**src/rtl/core/gasp_pkg.sv**
```systemverilog
// Shared types and constants for the glyph atlas shelf packer.
// No dependencies; imported by gasp_place and glyph_atlas_shelf_packer.

package gasp_pkg;

  localparam int unsigned GLYPH_LIMIT = 1024;

  localparam int unsigned GlyphW  = 10;
  localparam int unsigned AtlasW  = 12;
  localparam int unsigned PlaceW  = 11;
  localparam int unsigned CountW  = 11;

  localparam logic [AtlasW-1:0] ATLAS_RESET = 12'd1024;

  typedef enum logic [1:0] {
    STATUS_PLACED = 2'd0,
    STATUS_EMPTY  = 2'd1,
    STATUS_FULL   = 2'd2
  } status_e;

  typedef enum logic {
    CFG_ATLAS_WIDTH  = 1'b0,
    CFG_ATLAS_HEIGHT = 1'b1
  } cfg_index_e;

  typedef struct packed {
    logic [AtlasW-1:0] width;
    logic [AtlasW-1:0] height;
  } atlas_cfg_t;

  typedef struct packed {
    status_e           status;
    logic [PlaceW-1:0] place_x;
    logic [PlaceW-1:0] place_y;
    logic [AtlasW-1:0] region_x;
    logic [AtlasW-1:0] region_y;
    logic [AtlasW-1:0] region_w;
    logic [AtlasW-1:0] region_h;
  } result_t;

endpackage

```
**src/rtl/core/glyph_atlas_shelf_packer.sv**
```systemverilog
// Top level of the glyph atlas shelf packer: input register, atlas size
// registers, output register. Depends on gasp_pkg and gasp_place.
//
// Usage:
//   Input channel (in_valid_i / in_ready_o) carries one glyph size word.
//   Output channel (out_valid_o / out_ready_i) returns one result word per
//   input word: status, placement and the dirty region after that glyph.
//   Configuration channel (cfg_valid_i / cfg_ready_o) writes atlas width
//   (index 0) or atlas height (index 1); it is always ready. Write it only
//   while no word is in flight.
// Throughput: one word per cycle while out_ready_i is high; the placement
//   decision is one pass of adds and compares between the input register
//   and the output register.
// Stall: while out_ready_i is low the result word holds and one more input
//   word is taken into the input register; then in_ready_o drops.
// Reset: the pen goes to column 1, row 1, the shelf, glyph count and dirty
//   region clear, and the atlas size returns to 1024 x 1024.

module glyph_atlas_shelf_packer #(
  parameter int unsigned GlyphLimit = gasp_pkg::GLYPH_LIMIT
) (
  input  logic                         clk_i,
  input  logic                         rst_ni,
  input  logic                         in_valid_i,
  output logic                         in_ready_o,
  input  logic [gasp_pkg::GlyphW-1:0]  glyph_width_i,
  input  logic [gasp_pkg::GlyphW-1:0]  glyph_height_i,
  output logic                         out_valid_o,
  input  logic                         out_ready_i,
  output logic [1:0]                   status_o,
  output logic [gasp_pkg::PlaceW-1:0]  place_x_o,
  output logic [gasp_pkg::PlaceW-1:0]  place_y_o,
  output logic [gasp_pkg::AtlasW-1:0]  region_x_o,
  output logic [gasp_pkg::AtlasW-1:0]  region_y_o,
  output logic [gasp_pkg::AtlasW-1:0]  region_w_o,
  output logic [gasp_pkg::AtlasW-1:0]  region_h_o,
  input  logic                         cfg_valid_i,
  output logic                         cfg_ready_o,
  input  logic                         cfg_index_i,
  input  logic [gasp_pkg::AtlasW-1:0]  cfg_data_i
);
  import gasp_pkg::*;

  logic              in_valid_q;
  logic [GlyphW-1:0] glyph_w_q, glyph_h_q;
  logic              out_valid_q;
  result_t           result_q, result;
  atlas_cfg_t        atlas_q;
  logic              advance;

  assign advance     = in_valid_q && (!out_valid_q || out_ready_i);
  assign in_ready_o  = !in_valid_q || advance;
  assign cfg_ready_o = 1'b1;

  always_ff @(posedge clk_i or negedge rst_ni) begin
    if (!rst_ni) begin
      in_valid_q <= 1'b0;
    end else if (in_ready_o) begin
      in_valid_q <= in_valid_i;
    end
  end

  always_ff @(posedge clk_i) begin
    if (in_valid_i && in_ready_o) begin
      glyph_w_q <= glyph_width_i;
      glyph_h_q <= glyph_height_i;
    end
  end

  always_ff @(posedge clk_i or negedge rst_ni) begin
    if (!rst_ni) begin
      atlas_q.width  <= ATLAS_RESET;
      atlas_q.height <= ATLAS_RESET;
    end else if (cfg_valid_i) begin
      unique case (cfg_index_e'(cfg_index_i))
        CFG_ATLAS_WIDTH:  atlas_q.width  <= cfg_data_i;
        CFG_ATLAS_HEIGHT: atlas_q.height <= cfg_data_i;
        default:          atlas_q        <= atlas_q;
      endcase
    end
  end

  gasp_place #(
    .GlyphLimit (GlyphLimit)
  ) u_place (
    .clk_i          (clk_i),
    .rst_ni         (rst_ni),
    .step_i         (advance),
    .glyph_width_i  (glyph_w_q),
    .glyph_height_i (glyph_h_q),
    .atlas_i        (atlas_q),
    .result_o       (result)
  );

  always_ff @(posedge clk_i or negedge rst_ni) begin
    if (!rst_ni) begin
      out_valid_q <= 1'b0;
    end else if (advance) begin
      out_valid_q <= 1'b1;
    end else if (out_ready_i) begin
      out_valid_q <= 1'b0;
    end
  end

  always_ff @(posedge clk_i) begin
    if (advance) begin
      result_q <= result;
    end
  end

  assign out_valid_o = out_valid_q;
  assign status_o    = result_q.status;
  assign place_x_o   = result_q.place_x;
  assign place_y_o   = result_q.place_y;
  assign region_x_o  = result_q.region_x;
  assign region_y_o  = result_q.region_y;
  assign region_w_o  = result_q.region_w;
  assign region_h_o  = result_q.region_h;

endmodule

```
**src/rtl/core/gasp_place.sv**
```systemverilog
// Placement stage: pen, shelf, glyph count and dirty region state plus the
// single-pass placement decision. Depends on gasp_pkg.

module gasp_place #(
  parameter int unsigned GlyphLimit = gasp_pkg::GLYPH_LIMIT
) (
  input  logic                         clk_i,
  input  logic                         rst_ni,
  input  logic                         step_i,
  input  logic [gasp_pkg::GlyphW-1:0]  glyph_width_i,
  input  logic [gasp_pkg::GlyphW-1:0]  glyph_height_i,
  input  gasp_pkg::atlas_cfg_t         atlas_i,
  output gasp_pkg::result_t            result_o
);
  import gasp_pkg::*;

  logic [AtlasW-1:0] pen_col_q, pen_col_d;
  logic [AtlasW-1:0] pen_row_q, pen_row_d;
  logic [PlaceW-1:0] shelf_q, shelf_d;
  logic [CountW-1:0] total_q, total_d;
  logic [AtlasW-1:0] dirty_x_q, dirty_x_d;
  logic [AtlasW-1:0] dirty_y_q, dirty_y_d;
  logic [AtlasW-1:0] dirty_w_q, dirty_w_d;
  logic [AtlasW-1:0] dirty_h_q, dirty_h_d;

  logic              limit_hit, empty, oversize, wrap, row_full;
  logic [AtlasW:0]   ow_sum, oh_sum, wrap_sum, row_sum, bottom_sum;
  logic [AtlasW:0]   dirty_r, dirty_b, r_max, b_max;
  logic [AtlasW-1:0] col, left, top, right, bottom, x_min, y_min;
  logic [PlaceW-1:0] shelf_sel;

  assign limit_hit = total_q >= CountW'(GlyphLimit);
  assign empty     = (glyph_width_i == '0) || (glyph_height_i == '0);

  assign ow_sum   = (AtlasW+1)'(glyph_width_i) + (AtlasW+1)'(2);
  assign oh_sum   = (AtlasW+1)'(glyph_height_i) + (AtlasW+1)'(2);
  assign oversize = (ow_sum > {1'b0, atlas_i.width}) || (oh_sum > {1'b0, atlas_i.height});

  assign wrap_sum = (AtlasW+1)'(pen_col_q) + (AtlasW+1)'(glyph_width_i) + (AtlasW+1)'(1);
  assign wrap     = wrap_sum > {1'b0, atlas_i.width};

  assign col       = wrap ? AtlasW'(1) : pen_col_q;
  assign row_sum   = wrap ? (AtlasW+1)'(pen_row_q) + (AtlasW+1)'(shelf_q) + (AtlasW+1)'(1)
                          : (AtlasW+1)'(pen_row_q);
  assign shelf_sel = wrap ? '0 : shelf_q;

  assign bottom_sum = row_sum + (AtlasW+1)'(glyph_height_i) + (AtlasW+1)'(1);
  assign row_full   = bottom_sum > {1'b0, atlas_i.height};

  assign left   = col - AtlasW'(1);
  assign top    = row_sum[AtlasW-1:0] - AtlasW'(1);
  assign right  = col + AtlasW'(glyph_width_i) + AtlasW'(1);
  assign bottom = bottom_sum[AtlasW-1:0];

  assign x_min   = (dirty_x_q < left) ? dirty_x_q : left;
  assign y_min   = (dirty_y_q < top) ? dirty_y_q : top;
  assign dirty_r = (AtlasW+1)'(dirty_x_q) + (AtlasW+1)'(dirty_w_q);
  assign dirty_b = (AtlasW+1)'(dirty_y_q) + (AtlasW+1)'(dirty_h_q);
  assign r_max   = (dirty_r > {1'b0, right}) ? dirty_r : {1'b0, right};
  assign b_max   = (dirty_b > {1'b0, bottom}) ? dirty_b : {1'b0, bottom};

  always_comb begin
    pen_col_d = pen_col_q;
    pen_row_d = pen_row_q;
    shelf_d   = shelf_q;
    total_d   = total_q;
    dirty_x_d = dirty_x_q;
    dirty_y_d = dirty_y_q;
    dirty_w_d = dirty_w_q;
    dirty_h_d = dirty_h_q;
    result_o.status  = STATUS_FULL;
    result_o.place_x = '0;
    result_o.place_y = '0;
    priority if (limit_hit) begin
      result_o.status = STATUS_FULL;
    end else if (empty) begin
      total_d         = total_q + CountW'(1);
      result_o.status = STATUS_EMPTY;
    end else if (oversize || row_full) begin
      result_o.status = STATUS_FULL;
    end else begin
      result_o.status  = STATUS_PLACED;
      result_o.place_x = col[PlaceW-1:0];
      result_o.place_y = row_sum[PlaceW-1:0];
      if (dirty_w_q == '0) begin
        dirty_x_d = left;
        dirty_y_d = top;
        dirty_w_d = right - left;
        dirty_h_d = bottom - top;
      end else begin
        dirty_x_d = x_min;
        dirty_y_d = y_min;
        dirty_w_d = AtlasW'(r_max - (AtlasW+1)'(x_min));
        dirty_h_d = AtlasW'(b_max - (AtlasW+1)'(y_min));
      end
      pen_col_d = right;
      pen_row_d = row_sum[AtlasW-1:0];
      shelf_d   = (shelf_sel > PlaceW'(glyph_height_i)) ? shelf_sel : PlaceW'(glyph_height_i);
      total_d   = total_q + CountW'(1);
    end
    result_o.region_x = dirty_x_d;
    result_o.region_y = dirty_y_d;
    result_o.region_w = dirty_w_d;
    result_o.region_h = dirty_h_d;
  end

  always_ff @(posedge clk_i or negedge rst_ni) begin
    if (!rst_ni) begin
      pen_col_q <= AtlasW'(1);
      pen_row_q <= AtlasW'(1);
      shelf_q   <= '0;
      total_q   <= '0;
      dirty_x_q <= '0;
      dirty_y_q <= '0;
      dirty_w_q <= '0;
      dirty_h_q <= '0;
    end else if (step_i) begin
      pen_col_q <= pen_col_d;
      pen_row_q <= pen_row_d;
      shelf_q   <= shelf_d;
      total_q   <= total_d;
      dirty_x_q <= dirty_x_d;
      dirty_y_q <= dirty_y_d;
      dirty_w_q <= dirty_w_d;
      dirty_h_q <= dirty_h_d;
    end
  end

endmodule

```
**config.mk**
```make
export PLATFORM = sky130hd
export DESIGN_NAME = glyph_atlas_shelf_packer
export DESIGN_NICKNAME = d
export VERILOG_FILES = /design/src/rtl/core/gasp_pkg.sv /design/src/rtl/core/glyph_atlas_shelf_packer.sv /design/src/rtl/core/gasp_place.sv
export SDC_FILE = /design/constraint.sdc
export NUM_CORES = 1
export LEC_CHECK = 0
export ABC_AREA = 1
export BUFFER_PORTS_ARGS = -buffer_cell sky130_fd_sc_hd__buf_2
export CAP_MARGIN = 20
export CORE_ASPECT_RATIO = 1.75
export CORE_UTILIZATION = 40
export DETAILED_ROUTE_END_ITERATION = 10
export PLACE_DENSITY = 0.62
export SKIP_CTS_REPAIR_TIMING = 1
export SYNTH_ARGS = -nofsm -noshare
export SYNTH_HDL_FRONTEND = slang
export SYNTH_SLANG_ARGS = --single-unit
```
**constraint.sdc**
```tcl
create_clock -name clk_i -period 8.94 [get_ports clk_i]
set_input_delay 1.788 -clock clk_i [delete_from_list [all_inputs] [get_ports clk_i]]
set_output_delay 1.788 -clock clk_i [all_outputs]
set_load 0.05 [all_outputs]
```
; ---- Word level (Yosys, flattened, before mapping)
; Index checks and enable logic that the tools add are counted.
[word_totals]
register_bits = 212
latchBits = 0
ramBits = 0
romBits = 0
in_bits = 38
n_memories = 0
[classes]
addsub = 19
mul = 0
n_div = 0
magnitude_cmp = 10
n_eq_ne = 1
shifts = 0
n_mux = 30
n_bitwise = 4
reduce_logical = 18
[op_table]
columns = cell, n
row1 = $mux W12, 21
row2 = $gt A13 B12 Y1, 6
row3 = $sub A12 B12 Y12, 4
row4 = $mux W11, 4
row5 = $add A13 B1 Y13 const B, 3
row6 = $add A12 B12 Y13, 2
row7 = $lt A12 B12 Y1, 2
row8 = $sub A12 B1 Y12 const B, 2
row9 = $add A10 B2 Y11 const B, 2
row10 = $logic_not A10 Y1, 2
row11 = $add A12 B10 Y13, 1
row12 = $add A12 B11 Y13, 1
row13 = $add A13 B10 Y13, 1
row14 = $mux W13, 1
row15 = $add A12 B1 Y12 const B, 1
row16 = $add A12 B10 Y12, 1
row17 = $logic_not A12 Y1, 1
row18 = $add A11 B1 Y11 const B, 1
row19 = $ge A11 B11 Y1 const B, 1
row20 = $gt A11 B10 Y1, 1
row21 = $logic_or A1 B1 Y1, 5
row22 = $mux W2, 2
row23 = $not A1 Y1, 4
row24 = $reduce_and A2 Y1, 2
row25 = 8 further kinds, 11

; ---- Logic depth before layout (Yosys ltp)
; Gate-level depths: netlist of the first run.
[logic_depth]
ltp_word = 13
mapped_depth = 68
depth_no_buf = 65

; ---- By module
; A second synthesis of the first run with hierarchy kept.
[hier_totals]
cells_unflattened = 2232
hier_area_um2 = 17315.4
[modules_own_cells]
columns = mod, instances, cells_per_inst, area_per_inst_um2, seq_area_each_um2
row1 = gasp_place, 1, 2020, 13485.4, 2354.8
row2 = glyph_atlas_shelf_packer, 1, 212, 3829.9, 3415.8

; ---- Worst setup path after synthesis of the first run
; No wires, ideal clock.
[synth_timing]
kind = register to register
from = register glyph_w_q[2]
to = register result_q, in the netlist region_w_o[10] (data pin)
setup_time_ns = 0.269
t_arrival_ns = 8.573
required_ns = 8.671
slack_ns = 0.098
stages_incl_launch_ff = 61
period_less_slack_ns = 8.842
path_cell_list = edfxtp_1 -> ha_1 -> nand2_1 -> nor2_1 -> a211oi_1 -> o21ai_0 -> a21oi_1 -> o21bai_1 -> a21oi_1 -> o21ai_0 -> nand2_1 -> a21oi_1 -> xor2_1 -> inv_1 -> ha_1 -> nand3_1 -> nor2_2 -> nand2_1 -> (+25 left out) -> nand2_1 -> clkbuf_1 -> o21ai_0 -> ha_1 -> fa_1 -> o31ai_1 -> inv_1 -> o21ai_0 -> inv_1 -> o21ai_0 -> and2_1 -> o21ai_0 -> nand2_1 -> a21oi_1 -> o21ai_0 -> o21ai_0 -> inv_1 -> o21ai_0
[synth_rtl]
columns = element, line
row1 = "start, declared", glyph_atlas_shelf_packer.sv:45  ; logic [GlyphW-1:0] glyph_w_q, glyph_h_q;
row2 = "start signal, assigned", glyph_atlas_shelf_packer.sv:65  ; glyph_w_q <= glyph_width_i;
row3 = "end signal, assigned", glyph_atlas_shelf_packer.sv:107  ; result_q <= result;
row4 = "end, declared", glyph_atlas_shelf_packer.sv:47  ; result_t result_q, result;

==> run metrics, run 1 <==
clk sinks=212; Post-Route WL=51.10 mm; outcome=finished clean; first-pass GRT wire length=80.43 mm; Synth Flop Type=dfrtp_1; FF-to-FF Start=glyph_w_q[0]; Max Cap Violations=0; Worst Hold Class=reg2reg; RePlAce Congestion=0.9304; area grow syn2layout=17.24%; Crit. End Element=flop; initial antenna violation count=0; vias per inst=5.185; num rows=101; commonest non-fill, non-tap cell in the layout=nand2_1; Cells after DPL=2976; layout net count=2716; post-synthesis cell count=between 2k and 2.5k; Hold Path Cell Cnt=1; clock period minus worst slack=8.476 ns; ys async rst share=56.60%; post-synth top area share=16.49%; Initial Util=40.60%; root buffer cell=clkbuf_16; First DRT Iteration DRCs=677; critical path's most frequent cell=nand2_1; Largest stage delay, worst path=0.44 ns; Crit-path slowest cell=edfxtp_1; Fin Clk Skew=0.03330 ns; die height=roughly 280 um; largest area contributor in the netlist=dfrtp_1; reg-to-reg setup timing slack=0.46 ns; net count after synthesis=about 2.5k; worst skew pair latency=0.57 ns; Synth Warn #=0; Finish-stage setup viols=0; Pwr Density=between 150 and 200 nW/um2; nature of the critical path startpoint=flop; commonest non-fill, non-tap cells in the layout=nand2_1 (526), inv_1 (307), ha_1 (202), o21ai_0 (168), a21oi_1 (131); Synth Cell Area=roughly 18000 um2; Leak=9.967 nW; depth of the most critical reg-to-reg path=50; layout cell share with drive strength beyond 1=15.71%; Clock transition at path regs=0.06 ns; total grt overflow=0; die width=about 160 um; relative slew slack=38.08%; largest delay contributor family on the critical path=simple AND/OR/NAND/NOR gates; Die Area=44870 um2; vias in the first global route=15.72k; crit-path max FO=19; setup ws final=between 0.4 and 0.5 ns; Worst-Margin Slew=0.9288 ns; final hold violations=0; worst endpoint data arrival time=8.76 ns; CP Class=reg2reg; # DRC=0; Post-synth EDFFs=92; Max clock buf depth=3; hold_sp=u_place.total_q[4]; diodes inserted=0; total CTS buffers=23; Finished Layout Cells=between 3k and 4k; Layout fillers=4292; WL/cell=~17 um; Unique masters post-synth=63; peak supply drop=124.6 uV; CTS tree=yes; vias post-DR=approximately 16k; achievable frequency=118.0 MHz; Total Power=3.295 mW; Antenna Nets Post-Route=0; Core Box Area=43350 um2; IO Port Bufs=111; GRT Overall Usage=22.57%; Synth Area per Inst=7.753 um2; Seq/Total Area, Yosys=roughly 33%; CTS H-tree depth=1; # IOs=roughly 110; first-pass iteration count of the detailed router=5; top post-synthesis cells by area=dfrtp_1 (16%), edfxtp_1 (16%), ha_1 (15%), nand2_1 (11%), inv_1 (6.6%); pre-CTS setup slack=-0.2298 ns; DP Wirelength=40.69 mm; period utilization=94.81%; worst path bufs/invs=10; Slew Viols, Final=0; largest net degree at the start of global routing=95; #FFs+latches synth=212; reg2reg end=region_w_o[7]; hold-critical path endpoint=u_place.total_q[4]; Critical Path RT=9.22 ns
[state kept, by name, indices dropped and copies added (netlist names), 12 cells and up]
signal and flops:
atlas_q 24, region_h_o 12, region_w_o 12, region_x_o 12, region_y_o 12, u_place.dirty_h_q 12, u_place.dirty_w_q 12, u_place.dirty_x_q 12
u_place.dirty_y_q 12, u_place.pen_col_q 12, u_place.pen_row_q 12
[per-layer routing]
metal	routed length (um)	global-route usage (%)
met5	0	0
met2	26680	42.69
met1	20760	25.98
met4	1985	8.913
met3	1674	1.643
[layout make-up]
cell class / count / area [um2] / area share [%]
timing repair buffer: 212 / 1358 / 6.579
clock buffer: 28 / 594.3 / 2.880
multi-input combinational: 1680 / 10760 / 52.13
clock inverter: 14 / 230.2 / 1.116
sequential: 212 / 5771 / 27.97
inverter: 323 / 1216 / 5.894
tap: 566 / 708.2 / 3.432
[per-stage QoR]
stage               setup TNS, ns  utilization (%)  area, um2  hold WS (ns)
finish                          0            47.60      20630        0.4734
global route              -0.2669            47.60      20630        0.4893
CTS                        -1.107            46.27      20050        0.4780
detailed placement        -0.6841            44.36      19230        0.4639
global placement                0            44.36      19230        0.4577
floorplan                       0                -      17600        0.4416
[Yosys cell counts, types with 4 or more instances]
cell / number
buf_2: 17
o21bai_1: 8
mux2i_1: 11
o21ai_0: 184
o21a_1: 4
or2_2: 5
nor4_1: 7
buf_4: 7
and2_1: 6
clkbuf_1: 27
inv_1: 310
dfstp_2: 4
nand3b_1: 6
o31ai_1: 11
xor2_2: 7
nand2_2: 10
nand4_1: 20
nor3_1: 22
xnor2_1: 14
xor2_1: 84
nor2_1: 128
dfrtp_1: 116
a21o_1: 5
nand2_1: 537
o211ai_1: 8
a21oi_1: 137
nor3_4: 4
nand3_2: 5
ha_1: 216
nand3_1: 87
o21ai_2: 13
a211oi_1: 4
a31oi_1: 5
edfxtp_1: 92
inv_2: 12
o21ai_1: 82
fa_1: 10
[cell families after synthesis]
kind of cell | share of synthesized area, %
adders and majority gates | 16.49
other | 0.02131
and+or+nand+nor | 20.66
DFF | 32.79
xor gates and xnor gates | 5.524
AOI/OAI and AO/OA | 15.29
buffers and inverters | 8.595
muxes | 0.6256
[where the power goes]
group          switching (mW)  leakage (nW)  internal [mW]  total (mW)
registers              0.0279          2.23           1.08        1.10
clock network           0.438         0.400          0.628        1.07
logic                   0.732          7.34          0.394        1.13
total                    1.20          9.97           2.10        3.30
[worst max path at each step]
| stage | start | to | slack [ns] | cells past startpoint |
|---|---|---|---|---|
| after floorplan | glyph_w_q[2] | region_w_o[10] | 0.1 | 60 |
| after global placement | glyph_w_q[2] | region_w_o[10] | 0.10 | 56 |
| after detailed placement | glyph_w_q[2] | region_w_o[10] | -0.23 | 56 |
| after CTS | glyph_w_q[2] | region_w_o[10] | -0.29 | 56 |
| after global routing | glyph_w_q[2] | region_w_o[11] | -0.09 | 64 |
| final | glyph_w_q[0] | region_w_o[7] | 0.46 | 50 |
No activity file was read; power rests on OpenSTA's default activity.
==> run 2: changes to the inputs <==
- PLACE_DENSITY: 0.62 -> 0.59
- clock period: 8.94 -> 8.3 ns (I/O delays scaled with it)
==> run 2 against run 1 <==
  * First-iteration DRC count is 18% higher
  * Total power grew 12%
  * Wire length rose by 2.2%
  * Flip-flop and latch count stayed put
  * Clock power increased by 6%
  * Register-to-register slack lost 0.28 ns
  * Clock skew fell by 0.016 ns
  * Non-clock buffer count is 84 higher
  * Sequential share of layout area decreased by 1.1 points
  * Largest cell class unchanged
  * Worst setup slack got worse by 0.28 ns
  * Critical path type unchanged
==> run metrics, run 2 (synthesized netlist as in run 1, its figures left out) <==
initial antenna violation count=0 (unchanged); pre-CTS setup slack=-0.3376 ns (-0.1078 ns); Core Box Area=43350 um2 (unchanged); layout cell share with drive strength beyond 1=20.63% (+4.9 points); achievable frequency=123.3 MHz (+4.5%); Max clock buf depth=3 (unchanged); CP Class=reg2reg; die height=279.5 um (unchanged); Antenna Nets Post-Route=0 (unchanged); CTS H-tree depth=1 (unchanged); Met1 Wirelength=21.48 mm (+3.5%); peak supply drop=160.4 uV (+29%); setup TNS=0 ns (unchanged); WL/cell=16.74 um (-0.56%); first-pass GRT wire length=81.67 mm (+1.5%); layout net count=2800 (+3.1%); IO Port Bufs=111 (unchanged); commonest non-fill, non-tap cell in the layout=nand2_1; Largest stage delay, worst path=0.43 ns (about the same); root buffer cell=clkbuf_16; total CTS buffers=24 (+4.3%); total grt overflow=0 (unchanged); Cells after DPL=3051 (+2.5%); worst skew pair latency=0.56 ns (about the same); Crit-path slowest cell=edfxtp_1; Slew Viols, Final=0 (unchanged); nature of the critical path startpoint=flop; Post-Route WL=52.24 mm (+2.2%); diodes inserted=0 (unchanged); setup ws final=0.1871 ns (-0.2773 ns); Clock transition at path regs=0.07 ns (about the same); Finished Layout Cells=3120 (+2.8%); period utilization=97.75% (+2.9 points); max reg flops=24 (unchanged); crit-path max FO=8 (-11); Worst Hold Class=reg2reg; First DRT Iteration DRCs=802 (+18%); Finish-stage setup viols=0 (unchanged); outcome=finished clean; Worst-Margin Slew=1.021 ns (+0.09212 ns); area grow syn2layout=22.07%; Die Area=44870 um2 (unchanged); die width=160.6 um (unchanged); Crit. End Element=flop; Pwr Density=171.4 nW/um2 (+7.4%); RSZ-0062 raised after global routing=yes; Reg with most FFs=atlas_q; vias in the first global route=15.87k (+0.98%); largest net degree at the start of global routing=95 (unchanged); CTS tree=yes; vias per inst=5.134 (-0.98%); relative slew slack=31.94% (-6.1 points); final hold violations=0 (unchanged); fin area=21480 um2 (+4.1%); Max Cap Violations=0 (unchanged); Finished Core Util=49.57% (+2.0 points); top layer reached by signal wires=met4; Layout fillers=4237 (-1.3%); clock period minus worst slack=8.113 ns (-0.3627 ns); first-pass iteration count of the detailed router=5 (unchanged); Leak=10.41 nW (+4.4%); Fin Clk Skew=0.01767 ns (-0.01563 ns); met2 wire length=27.14 mm (+1.7%); clk sinks=212 (unchanged); worst endpoint data arrival time=8.40 ns (-0.36 ns); # DRC=0 (unchanged); commonest non-fill, non-tap cells in the layout=nand2_1 (511), inv_1 (295), ha_1 (198), buf_4 (177), o21ai_0 (154); num rows=101 (unchanged); met3 routed WL=1.360 mm (-19%); Critical Path RT=8.58 ns (-0.64 ns); vias post-DR=16.02k (+1.8%); Initial Util=40.60% (unchanged); GRT Overall Usage=23.23% (+0.66 points); dpl cell area=19790 um2 (+2.9%); # IOs=113 (unchanged); critical path's most frequent cell=o21ai_2; RePlAce Congestion=0.9375 (+0.76%); DP Wirelength=41.40 mm (+1.7%)
==> run 2: cell types whose count changed in the layout (fill, tap and decap cells not counted), sizes merged <==
cell / previous run / this run
nand2: 551 / 550
bufinv: 5 / 1
buf: 212 / 295
clkbuf: 28 / 36
inv: 325 / 324
==> run 2: worst paths after layout <==
| kind | startpoint | to | slack, ns | depth (start not counted) |
|---|---|---|---|---|
| worst max-delay path | glyph_w_q[2] | region_w_o[10] | 0.19 | 57 |
| worst min-delay path | u_place.total_q[8] | u_place.total_q[8] | 0.46 | 1 |
| max in group asynchronous | rst_ni | u_place.pen_col_q[1] | 5.69 | 2 |
| min in group asynchronous | rst_ni | u_place.dirty_y_q[9] | 1.19 | 1 |
| worst min register to register | u_place.total_q[8] | u_place.total_q[8] | 0.46 | 1 |
| worst max register to register | glyph_w_q[2] | region_w_o[10] | 0.19 | 57 |
==> run 2: final cells by class <==
cell class	instances	area (um2)	area share, %
clock buffer	35	725.7	3.378
clock inverter	9	88.84	0.4135
inverter	323	1219	5.672
multi-input combinational	1679	10960	51.00
sequential	212	5771	26.86
tap	566	708.2	3.296
timing repair buffer	296	2014	9.376
==> run 2: worst max-delay path, delay by kind of cell (launching register included) <==
family | cells | cell delay, ns
buffers and inverters | 11 | 1.07
AOI/OAI and AO/OA | 20 | 2.73
and+or+nand+nor | 20 | 1.93
xor gates and xnor gates | 1 | 0.15
adders and majority gates | 5 | 1.56
DFF | 1 | 0.43
==> run 2: power by group <==
| group | switching (mW) | internal, mW | total (mW) |
|---|---|---|---|
| Sequential | 0.0305 | 1.16 | 1.19 |
| Combinational | 0.847 | 0.522 | 1.37 |
| Clock | 0.482 | 0.643 | 1.13 |
==> run 2: metrics by stage <==
| step | total power [mW] | hold slack (ns) |
|---|---|---|
| final | 3.683 | 0.4638 |
| after global routing | 3.899 | 0.4839 |
| after CTS | 3.545 | 0.4684 |
| after detailed placement | 2.405 | 0.4608 |
| after global placement | 2.380 | 0.4580 |
| after floorplan | 2.009 | 0.4416 |
==> run 2: routing by layer <==
| layer | up-vias | global-route usage, % |
|---|---|---|
| met5 | - | 0 |
| met4 | 0 | 9.915 |
| met3 | 114 | 1.703 |
| met2 | 307 | 43.32 |
| met1 | 7489 | 26.97 |
| li1 | 8109 | - |
==> run 3: changes to the inputs <==
- CTS_CLUSTER_DIAMETER: unset -> 120
- RECOVER_POWER: unset -> 25
==> run 3 against run 2 <==
  * The run now ends with max-capacitance violations, max-slew violations left
  * Wire length is essentially flat
  * Via count up 0.27%
  * Die area did not move
  * Global-route usage unchanged
  * Count of clock-buffer cells in the layout stayed put
  * Clock power is essentially flat
  * Combinational power barely moved
  * Hold slack is essentially flat
  * Cell area hardly changed
  * Worst setup slack worse by 0.00067 ns
  * Largest cell class unchanged
  * Largest power group unchanged
==> run metrics, run 3 (synthesized netlist as in run 1, its figures left out) <==
outcome=complete, but fails checks; failing checks=max-capacitance violations, max-slew violations; internal power=2.323 mW (about the same); worst skew pair latency=0.56 ns (about the same); CTS H-tree depth=1 (unchanged); diodes inserted=0 (unchanged); combinational power share=37.2% (about the same); Reg with most FFs=atlas_q; met1 usage=26.97% (unchanged); Total Power=3.683 mW (about the same); layout cell share with drive strength beyond 1=20.48% (-0.16 points); clock period minus worst slack=8.114 ns (+0.0006730 ns); first-pass GRT wire length=81.67 mm (unchanged); nature of the critical path startpoint=flop; Largest stage delay, worst path=0.43 ns (about the same); pre-CTS setup slack=-0.3376 ns (unchanged); Max clock buf depth=3 (unchanged); # DRC=0 (unchanged); area grow syn2layout=22.03% (about the same); CP Class=reg2reg; Worst-Margin Slew=3.765 ns (+2.744 ns); reg-to-reg setup timing slack=0.19 ns (about the same); DP Wirelength=41.40 mm (unchanged); root buffer cell=clkbuf_16; layout net count=2800 (unchanged); switching power=1.360 mW (about the same); Layout fillers=4241 (+0.094%); Fin Clk Skew=0.01743 ns (-0.0002400 ns); GRT met2 Usage=43.32% (unchanged); Clock transition at path regs=0.06 ns (about the same); vias in the first global route=15.87k (unchanged); worst endpoint data arrival time=8.42 ns (+0.02 ns); Storage cell area=5771 um2 (unchanged); initial antenna violation count=0 (unchanged); GR peak layer=met2; clock share of power=30.5% (about the same); worst path bufs/invs=10 (-1); Core Box Area=43350 um2 (unchanged); Max Cap Violations=1 (+1); met3 GRT Util=1.703% (unchanged); Post-Route WL=52.20 mm (about the same); final hold violations=0 (unchanged); largest delay contributor family on the critical path=compound AO/OA/AOI/OAI gates; First DRT Iteration DRCs=767 (-4.4%); Initial Util=40.60% (unchanged); commonest non-fill, non-tap cell in the layout=nand2_1; Worst Hold Class=reg2reg; clk sinks=212 (unchanged); sw frac=36.92% (about the same); crit-path max FO=8 (unchanged); commonest non-fill, non-tap cells in the layout=nand2_1 (511), inv_1 (295), ha_1 (198), buf_4 (176), o21ai_0 (154); largest net degree at the start of global routing=95 (unchanged); FF-to-FF Start=glyph_w_q[2]; Die Area=44870 um2 (unchanged); CTS tree=yes; IO Port Bufs=111 (unchanged); peak supply drop=159.5 uV (-0.59%); dpl cell area=19790 um2 (unchanged); die width=160.6 um (unchanged); area of the multi-input gates=10960 um2 (unchanged); first-pass iteration count of the detailed router=5 (unchanged); setup ws final=0.1864 ns (-0.0006730 ns); relative slew slack=-151.0% (-180 points); max reg flops=24 (unchanged); RePlAce Congestion=0.9375 (unchanged); vias per inst=5.148 (+0.27%); period utilization=97.75% (about the same); Crit-path slowest cell=edfxtp_1; # IOs=113 (unchanged); Finish-stage setup viols=0 (unchanged); Seq pwr share=32.3% (about the same); Leak=10.39 nW (-0.16%); Critical Path RT=8.61 ns (+0.03 ns); GRT Overall Usage=23.23% (unchanged); WL/cell=16.73 um (about the same); Pwr Density=171.5 nW/um2 (about the same); fin area=21480 um2 (about the same); die height=279.5 um (unchanged); Slew Viols, Final=65 (+65); num rows=101 (unchanged); hold_sp=u_place.total_q[8]; achievable frequency=123.3 MHz (about the same); RSZ-0062 raised after global routing=yes; vias post-DR=16.06k (+0.27%); total CTS buffers=24 (unchanged); total grt overflow=0 (unchanged); Antenna Nets Post-Route=0 (unchanged); Crit. End Element=flop; crit path from=glyph_w_q[2]
==> run 3: cell type report <==
| cell class | instances | area share, % |
|---|---|---|
| Clock buffer | 35 | 3.379 |
| Clock inverter | 9 | 0.4136 |
| Inverter | 323 | 5.674 |
| Multi-Input combinational cell | 1679 | 51.02 |
| Sequential cell | 212 | 26.87 |
| Tap cell | 566 | 3.297 |
| Timing Repair Buffer | 296 | 9.345 |
==> run 3: power groups by stage <==
stage | registers (mW) | clock network (mW) | logic [mW]
3_3_place_gp | 1.21 | 0 | 1.17
4_1_cts | 1.19 | 1.16 | 1.20
3_5_place_dp | 1.21 | 0 | 1.20
6_report | 1.19 | 1.12 | 1.37
5_1_grt | 1.19 | 1.18 | 1.52
2_1_floorplan | 1.30 | 0 | 0.708
==> run 3: path summary, 6_finish.rpt <==
kind | to | cells after the start
max in group asynchronous | u_place.pen_col_q[1] | 2
min in group asynchronous | u_place.dirty_y_q[8] | 1
hold / removal | u_place.total_q[8] | 1
setup / recovery | region_h_o[10] | 56
setup reg to reg | region_h_o[10] | 56
hold reg to reg | u_place.total_q[8] | 1
==> run 3: through the flow <==
| step | std cells | setup TNS [ns] | util [%] | hold slack [ns] |
|---|---|---|---|---|
| 6_report | 3120 | 0 | 49.55 | 0.4638 |
| 5_1_grt | 3120 | -3.704 | 49.55 | 0.4839 |
| 4_1_cts | 3095 | -2.764 | 47.54 | 0.4684 |
| 3_5_place_dp | 3051 | -1.984 | 45.66 | 0.4608 |
| 3_3_place_gp | 3051 | -0.1380 | 45.66 | 0.4580 |
| 2_1_floorplan | 2270 | 0 | - | 0.4416 |
==> run 3: metal layers <==
| metal | up-vias | routed length [um] | part of all wire (%) |
|---|---|---|---|
| met5 | - | 0 | 0 |
| met1 | 7522 | 21330 | 41 |
| met4 | 0 | 2231 | 4.3 |
| li1 | 8108 | - | - |
| met2 | 321 | 27170 | 52 |
| met3 | 112 | 1460 | 2.8 |
